## src/hdl/aht_pkg.sv

```systemverilog
// Shared types, constants and the blend arithmetic of the access heat tracker.
// No dependencies; imported by every module of the block.
`default_nettype none

package aht_pkg;

    localparam int ENTRIES   = 64;
    localparam int IDX_W     = (ENTRIES > 1) ? $clog2(ENTRIES) : 1;
    localparam int HEAT_W    = 64;
    localparam int TIME_W    = 32;
    localparam int WEIGHT_W  = 9;
    localparam int ACT_W     = 2;
    localparam int IN_IDX_W  = 6;
    localparam int APB_AW    = 3;
    localparam int APB_DW    = 32;

    localparam logic [WEIGHT_W-1:0] WEIGHT_FULL   = WEIGHT_W'(256);
    localparam logic [WEIGHT_W-1:0] WEIGHT_RESET  = WEIGHT_W'(128);
    localparam logic [TIME_W-1:0]   PERIOD_RESET  = TIME_W'(60);

    // action codes
    localparam logic [ACT_W-1:0] ACT_ADD = 2'd0;
    localparam logic [ACT_W-1:0] ACT_GET = 2'd1;
    localparam logic [ACT_W-1:0] ACT_CLR = 2'd2;

    // register index, taken from paddr[2]
    localparam logic REG_WEIGHT = 1'b0;
    localparam logic REG_PERIOD = 1'b1;

    typedef struct packed {
        logic [HEAT_W-1:0] heat;
        logic [HEAT_W-1:0] count;
        logic [TIME_W-1:0] start;
    } t_entry;

    typedef struct packed {
        logic             en;
        logic             set_valid;   // 0: entry goes back to all zero
        logic [IDX_W-1:0] addr;
        t_entry           data;
    } t_mem_wr;

    // heat*(256-w)/256 + count*w/256, products wrap at 64 bits
    function automatic logic [HEAT_W-1:0] blend(input logic [HEAT_W-1:0]   h,
                                                input logic [HEAT_W-1:0]   c,
                                                input logic [WEIGHT_W-1:0] w);
        logic [HEAT_W-1:0] ph;
        logic [HEAT_W-1:0] pc;
        ph = h * HEAT_W'(WEIGHT_FULL - w);
        pc = c * HEAT_W'(w);
        return (ph >> 8) + (pc >> 8);
    endfunction

endpackage

`default_nettype wire

```

## src/hdl/aht_period_div.sv

```systemverilog
// Restoring divider, one quotient bit per cycle, for the elapsed-period count.
// Depends on aht_pkg for widths.
`default_nettype none

module aht_period_div
    import aht_pkg::*;
(
    input  wire logic              i_clk,
    input  wire logic              i_rst_n,
    input  wire logic              i_start,
    input  wire logic [TIME_W-1:0] i_dividend,
    input  wire logic [TIME_W-1:0] i_divisor,
    output logic                   o_busy,
    output logic                   o_done,
    output logic [TIME_W-1:0]      o_quotient,
    output logic [TIME_W-1:0]      o_remainder
);

    localparam int CNT_W = $clog2(TIME_W);

    logic [TIME_W-1:0] r_rem;
    logic [TIME_W-1:0] r_quo;
    logic [CNT_W-1:0]  r_cnt;
    logic              r_busy;
    logic              r_done;

    logic [TIME_W:0]   sh;
    logic              ge;

    assign sh = {r_rem, r_quo[TIME_W-1]};
    assign ge = (sh >= {1'b0, i_divisor});

    always_ff @(posedge i_clk) begin
        if (i_start) begin
            r_rem <= '0;
            r_quo <= i_dividend;
        end else if (r_busy) begin
            r_rem <= ge ? TIME_W'(sh - {1'b0, i_divisor}) : TIME_W'(sh);
            r_quo <= {r_quo[TIME_W-2:0], ge};
        end
    end

    always_ff @(posedge i_clk) begin
        if (!i_rst_n) begin
            r_busy <= 1'b0;
            r_done <= 1'b0;
            r_cnt  <= '0;
        end else begin
            r_done <= 1'b0;
            if (i_start) begin
                r_busy <= 1'b1;
                r_cnt  <= CNT_W'(TIME_W - 1);
            end else if (r_busy) begin
                r_cnt <= r_cnt - 1'b1;
                if (r_cnt == '0) begin
                    r_busy <= 1'b0;
                    r_done <= 1'b1;
                end
            end
        end
    end

    assign o_busy      = r_busy;
    assign o_done      = r_done;
    assign o_quotient  = r_quo;
    assign o_remainder = r_rem;

endmodule

`default_nettype wire

```

## config.mk

```make
export PLATFORM = sky130hd
export DESIGN_NAME = aht_period_div
export DESIGN_NICKNAME = d
export VERILOG_FILES = /design/src/hdl/aht_pkg.sv /design/src/hdl/aht_period_div.sv
export SDC_FILE = /design/constraint.sdc
export NUM_CORES = 1
export LEC_CHECK = 0
export BUFFER_PORTS_ARGS = -buffer_cell sky130_fd_sc_hd__buf_2
export CAP_MARGIN = 20
export CORE_ASPECT_RATIO = 0.6
export CORE_MARGIN = 2
export CORE_UTILIZATION = 26
export CTS_BUF_LIST = sky130_fd_sc_hd__clkbuf_4 sky130_fd_sc_hd__clkbuf_8 sky130_fd_sc_hd__clkbuf_16
export CTS_CLUSTER_DIAMETER = 50
export DETAILED_ROUTE_END_ITERATION = 7
export HOLD_SLACK_MARGIN = 0.06
export PLACE_DENSITY = 0.41
export SYNTH_ARGS = -nofsm -noshare
export SYNTH_HDL_FRONTEND = slang
export SYNTH_SLANG_ARGS = --single-unit
export TNS_END_PERCENT = 50
```

## constraint.sdc

```tcl
create_clock -name i_clk -period 4.2 [get_ports i_clk]
set_input_delay 0.42 -clock i_clk [delete_from_list [all_inputs] [get_ports i_clk]]
set_output_delay 0.42 -clock i_clk [all_outputs]
set_load 0.005 [all_outputs]
```

==> flow_summary.toml, run 1 <==
[synthesis]
synth_area_leader_cell = "edfxtp_1"
synth_cell_type_count = 56
syn_inst = 559
ys_seq_area_share_pct = 35.0
synthArstFlopShare_pct = 0
synth_warnings = 0
syn_area_um2 = 4980
synth-edff-count = 32
syn-num-nets = 661
synth_seq_cells = 71
synth_top_area_share_pct = 19.3
avgSynthCellArea_um2 = 8.90
synthTopCellsByArea = "edfxtp_1 19%, dfxtp_1 16%, ha_1 8.5%"
synth_flop_cell = "dfxtp_1"

[timing]
finalCritPeriodShare_pct = 78.8
slew_headroom_pct = 27.1
timing.setup.tns_ps = 0
setup_viol = 0
tightestPinTransition_ps = 1090
rsz0062_at_grt = "false"
fin_worst_skew_ps = 8.68
min_period_ps = 3310
fmax_ghz = 0.302
finalMaxSlewViolations = 0
finalHoldViolCount = 0

[global_routing]
grt_pass1_vias = 4316
grt_usage_pct = 15.9
grt_start_max_net_pins = 59
grt_pass1_wl_mm = 24.9
gr-total-overflow = 0
antenna_found_initial = 0

[die]
die_y_um = 111
die_area_um2 = 20300
initial_core_util_pct = 26.3
dieWidth_um = 183
pin_count = 133
core_um2 = 18900
rows = 39

[cts]
cts_resized = 0
numCtsBuffers = 9
root_buffer = "clkbuf_16"
post-cts-setup-buffers = 0
clock-sinks = 71
hold_buffers = 0
clk_pin_slew_worst_paths_ps = 60
clk_latency_ps = 350
cts_tree = "yes"
cts_max_level = 3
clock_path_buffers = 2

[power_and_ir_drop]
ir_drop_uv = 211
power.density_nw_per_um2 = 368
p_leak_nw = 2.80

[setup_path]
critical_path.cell_chain = "inv_1 > ha_1 > fa_1 > nand2b_1 > a21oi_1 > o21ai_1 > a211oi_1 > o211ai_1 > a31oi_1 > nor3_1 > or3_1 > a311oi_1"
cp_data_arrival_time_ps = 3560
crit_slowest_cell = "a211oi_1"
critPathLaunchType = "flop"
worstPathMaxFanout = 5
required_ps = 4450
crit_type = "flop to flop"
cp-end-kind = "flop"
crit_path_max_incr_delay_ps = 570

[placement]
dpl.hpwl_mm = 11.8
gp_congestion = 0.836
numPortBuffers = 132
place_area_um2 = 5840

[drt]
avgViaCountPerCell = 4.83
firstDrtPassIters = 5
dr.first_iter.drc_count = 233
route.detailed.drc = 0
wire_per_inst_um = 16.9
wirelength_mm = 15.7
drtAntennaViolNets = 0
vias = 4480

[final_layout]
multi_input_area_um2 = 2930
diodes = 0
layout-drive-gt1-share_pct = 28.6
fin_nets = 778
nFillCells = 2023
final_area_um2 = 6110
regArea_um2 = 1740
finish.utilization_pct = 32.4
area_growth_pct = 22.8

[hold_path]
hold_path.class = "primary input to flop"

[run]
drv_cap = 0

[outcome]
outcome = "finished, final reports clean"
## worst paths after layout
check	start	end	slack (ps)	depth (start not counted)
hold reg to reg	o_remainder[18]	o_remainder[18]	490	2
setup / recovery	o_quotient[31]	o_remainder[30]	890	12
hold / removal	i_dividend[1]	o_quotient[1]	380	2
setup reg to reg	o_quotient[31]	o_remainder[30]	890	12
## worst max-delay path, delay by kind of cell (launching register included)
family	cells	cell delay, ps
AND/OR/NAND/NOR	3	570
flip-flops	1	370
buffers and inverters	1	60
adder cells (fa/ha/maj)	2	600
AO/OA/AOI/OAI	6	1620
## synthesized netlist by cell type (3+ instances only)
cell type / number
a31oi_1: 7
nor4_1: 3
a21oi_1: 46
o21ai_0: 12
o21bai_1: 5
xor2_1: 15
xnor2_1: 13
clkbuf_1: 18
and3_1: 5
o21ai_1: 11
a211oi_1: 16
nor2_1: 55
nand4_1: 12
nand2_1: 47
o21a_1: 4
o211a_1: 6
nor3_1: 7
dfxtp_1: 39
nor3b_1: 4
ha_1: 34
nand3_1: 4
a21o_1: 14
nand2b_1: 7
nor2b_1: 4
inv_1: 42
a21boi_0: 8
o211ai_1: 9
mux2_2: 31
o31a_1: 3
edfxtp_1: 32
buf_4: 3
buf_2: 9
## power breakdown
part	internal, mW	switching [mW]	leakage [nW]
sequential	0.800	0.0527	0.643
combinational	0.277	0.374	2.02
clock	0.426	0.319	0.135
## layout by cell type, fill, tap and decap left out, types with 5 or more instances in the layout
| cell type | instances |
|---|---|
| a21boi_0 | 8 |
| nand2b_1 | 7 |
| a21oi_1 | 46 |
| o211ai_1 | 9 |
| dfxtp_1 | 38 |
| nand2_1 | 47 |
| a31oi_1 | 7 |
| a21o_1 | 14 |
| buf_2 | 132 |
| clkbuf_16 | 9 |
| o211a_1 | 6 |
| edfxtp_1 | 32 |
| buf_4 | 5 |
| xor2_1 | 15 |
| o21bai_1 | 5 |
| inv_1 | 42 |
| xnor2_1 | 13 |
| a211oi_1 | 16 |
| nor2_1 | 55 |
| o21ai_0 | 12 |
| nor3_1 | 7 |
| and3_1 | 5 |
| mux2_2 | 31 |
| ha_1 | 34 |
| o21ai_1 | 11 |
| nand4_1 | 12 |
## cells by family (layout without fill, tap and decap cells)
group / count (synthesis) / count (layout) / synth area share [%]
AOI/OAI and AO/OA: 164 / 164 / 23.3
xor gates and xnor gates: 28 / 28 / 4.93
adders and majority gates: 35 / 35 / 8.95
buffers and inverters: 73 / 195 / 6.11
DFF: 71 / 71 / 35.0
muxes: 33 / 33 / 7.42
and+or+nand+nor: 155 / 155 / 14.3
## state kept, by name, summed over array words and instances (netlist names)
signal       cells
o_quotient      32
o_remainder     32
r_cnt            5
o_busy           1
o_done           1
## routing by layer
layer	wire length (um)	up-vias	track usage, %
met4	144	0	3.28
li1	-	2260	-
met2	6260	82	22.0
met3	618	9	4.20
met1	8680	2129	24.4
met5	0	-	0
## through the flow
step	hold WS (ps)	setup slack (ps)	instances	total power, mW
CTS	361	911	927	2.28
global route	359	637	927	2.39
floorplan	470	1370	559	1.30
global placement	482	834	911	1.51
detailed placement	485	785	911	1.52
finish	376	892	927	2.25
## cell type report
class / count / share of cell area [%]
Multi-Input combinational cell: 415 / 47.9
Sequential cell: 71 / 28.5
Timing Repair Buffer: 137 / 11.4
Tap cell: 246 / 5.04
Clock buffer: 13 / 4.18
Inverter: 42 / 2.58
Clock inverter: 3 / 0.328
No activity file was read; power rests on OpenSTA's default activity.
==> run 2, diff against run 1 <==
--- a/config.mk
+++ b/config.mk
@@ -14,7 +14,7 @@
 export CTS_CLUSTER_DIAMETER = 50
 export DETAILED_ROUTE_END_ITERATION = 7
 export HOLD_SLACK_MARGIN = 0.06
-export PLACE_DENSITY = 0.41
+export PLACE_DENSITY = 0.43
 export SYNTH_ARGS = -nofsm -noshare
 export SYNTH_HDL_FRONTEND = slang
 export SYNTH_SLANG_ARGS = --single-unit
==> constraint.sdc (replaced) <==
create_clock -name i_clk -period 3 [get_ports i_clk]
set_input_delay 0.3 -clock i_clk [delete_from_list [all_inputs] [get_ports i_clk]]
set_output_delay 0.3 -clock i_clk [all_outputs]
set_load 0.005 [all_outputs]
==> flow_summary.toml, run 2 (same netlist as run 1, synthesis figures left out) <==
[drt]
avgViaCountPerCell = 4.85
drtAntennaViolNets = 0
wire_per_inst_um = 16.6
dr.first_iter.drc_count = 273
wirelength_mm = 16.2
vias = 4740
firstDrtPassIters = 5
route.detailed.drc = 0

[timing]
tightestPinTransition_ps = 1040
hold_slack_ps = 253
slew_headroom_pct = 30.7
setup_viol = 0
finalHoldViolCount = 0
finalMaxSlewViolations = 0
finalCritPeriodShare_pct = 96.2
fmax_ghz = 0.347
fin_worst_skew_ps = 12.4
min_period_ps = 2890

[die]
rows = 39
die_area_um2 = 20300
dieWidth_um = 183
initial_core_util_pct = 26.3
die_y_um = 111
pin_count = 133
core_um2 = 18900

[setup_path]
cp_data_arrival_time_ps = 3150
r2r-end = "o_remainder[30]"
required_ps = 3260
crit_type = "flop to flop"
crit_slowest_cell = "nor4_4"
worstPathMaxFanout = 6
critPathLaunchType = "flop"
r2r-start = "o_remainder[12]"
cp-end-kind = "flop"
crit_path_max_incr_delay_ps = 390
r2r.worst_path.cells = 10
cp.depth = 10
crit_top_cell = "nand4_1"
ff2ff_setup_slack_ps = 110
crit_buf_inv = 1
path_delay_family = "simple AND/OR/NAND/NOR gates"
critical_path.cell_chain = "ha_1 > nand4_1 > nor4_4 > nand4_1 > o211ai_1 > a211o_1 > a211oi_4 > buf_4 > or3_1 > a311oi_2"

[run]
drv_cap = 0

[hold_path]
hp-start = "i_dividend[12]"
min_path_cells = 2
hold_path.class = "primary input to flop"
whs_endpoint = "o_quotient[12]"

[global_routing]
grt_pass1_wl_mm = 25.3
grt_usage_pct = 16.0
grt_start_max_net_pins = 59
gr-total-overflow = 0
antenna_found_initial = 0
grt_pass1_vias = 4581

[cts]
hold_buffers = 0
cts_tree = "yes"
clk_pin_slew_worst_paths_ps = 60
clock-sinks = 71
clock_path_buffers = 2
clk_latency_ps = 350
numCtsBuffers = 9
cts_max_level = 3
root_buffer = "clkbuf_16"

[placement]
dpl.hpwl_mm = 12.3
gp_congestion = 0.872
numPortBuffers = 132

[power_and_ir_drop]
power.density_nw_per_um2 = 495
p_leak_nw = 3.08
ir_drop_uv = 291

[final_layout]
nFillCells = 1997
mostFrequentLayoutCell = "buf_2"
area_growth_pct = 34.6
diodes = 0
fin_nets = 828
mostFrequentLayoutCells = "132 x buf_2, 55 x nor2_1, 54 x buf_4"
layout-drive-gt1-share_pct = 37.2
finish.utilization_pct = 35.5

[outcome]
outcome = "finished, final reports clean"
-- run 2: metrics by stage --
stage | cell area, um2 | instances | worst slack, ps | total power, mW | setup TNS (ps)
4_1_cts | 6480 | 972 | 6.63 | 3.29 | 0
6_report | 6700 | 977 | 114 | 3.31 | 0
2_1_floorplan | 4980 | 559 | 287 | 1.82 | 0
3_3_place_gp | 6190 | 956 | -240 | 2.21 | -1500
3_5_place_dp | 6190 | 956 | -194 | 2.21 | -905
5_1_grt | 6700 | 977 | -2.55 | 3.50 | -2.55
-- run 2: area by class of cell --
| class | instances | area, um2 | area share (%) |
|---|---|---|---|
| multi-input cells | 415 | 3120 | 46.5 |
| repair buffers | 187 | 1090 | 16.2 |
| well taps | 246 | 308 | 4.59 |
| flip-flops and latches | 71 | 1750 | 26.1 |
| clock inverters | 3 | 20.0 | 0.299 |
| inverters | 42 | 158 | 2.35 |
| clock buffers | 13 | 262 | 3.90 |
-- run 2: worst max-delay path by stage --
stage | start | slack, ps | endpoint
2_1_floorplan | o_quotient[31] | 290 | o_remainder[30]
3_3_place_gp | i_divisor[9] | -240 | o_remainder[30]
6_report | o_remainder[12] | 110 | o_remainder[30]
5_1_grt | o_remainder[3] | -3 | o_remainder[29]
4_1_cts | o_remainder[11] | 7 | o_remainder[29]
3_5_place_dp | i_divisor[9] | -190 | o_remainder[29]
-- run 2: repair_timing --
action / CTS / global route
endpoints found under the setup margin: 6 / 18
buffers inserted: 0 / 5
resized for setup: 2 / 31
pin swaps: 1 / 10
-- run 2: metal layers --
metal  vias up  part of all wire [%]  GRT usage [%]
met5         -                     0              0
met4         0                   1.2           4.52
met3        13                   4.7           3.48
met2       112                    39           21.3
met1      2258                    55           25.3
li1       2357                     -              -
-- run 2: power breakdown --
group,internal [mW],switching [mW],leakage (nW)
registers,1.12,0.0747,0.644
clock network,0.610,0.451,0.138
logic,0.490,0.568,2.30
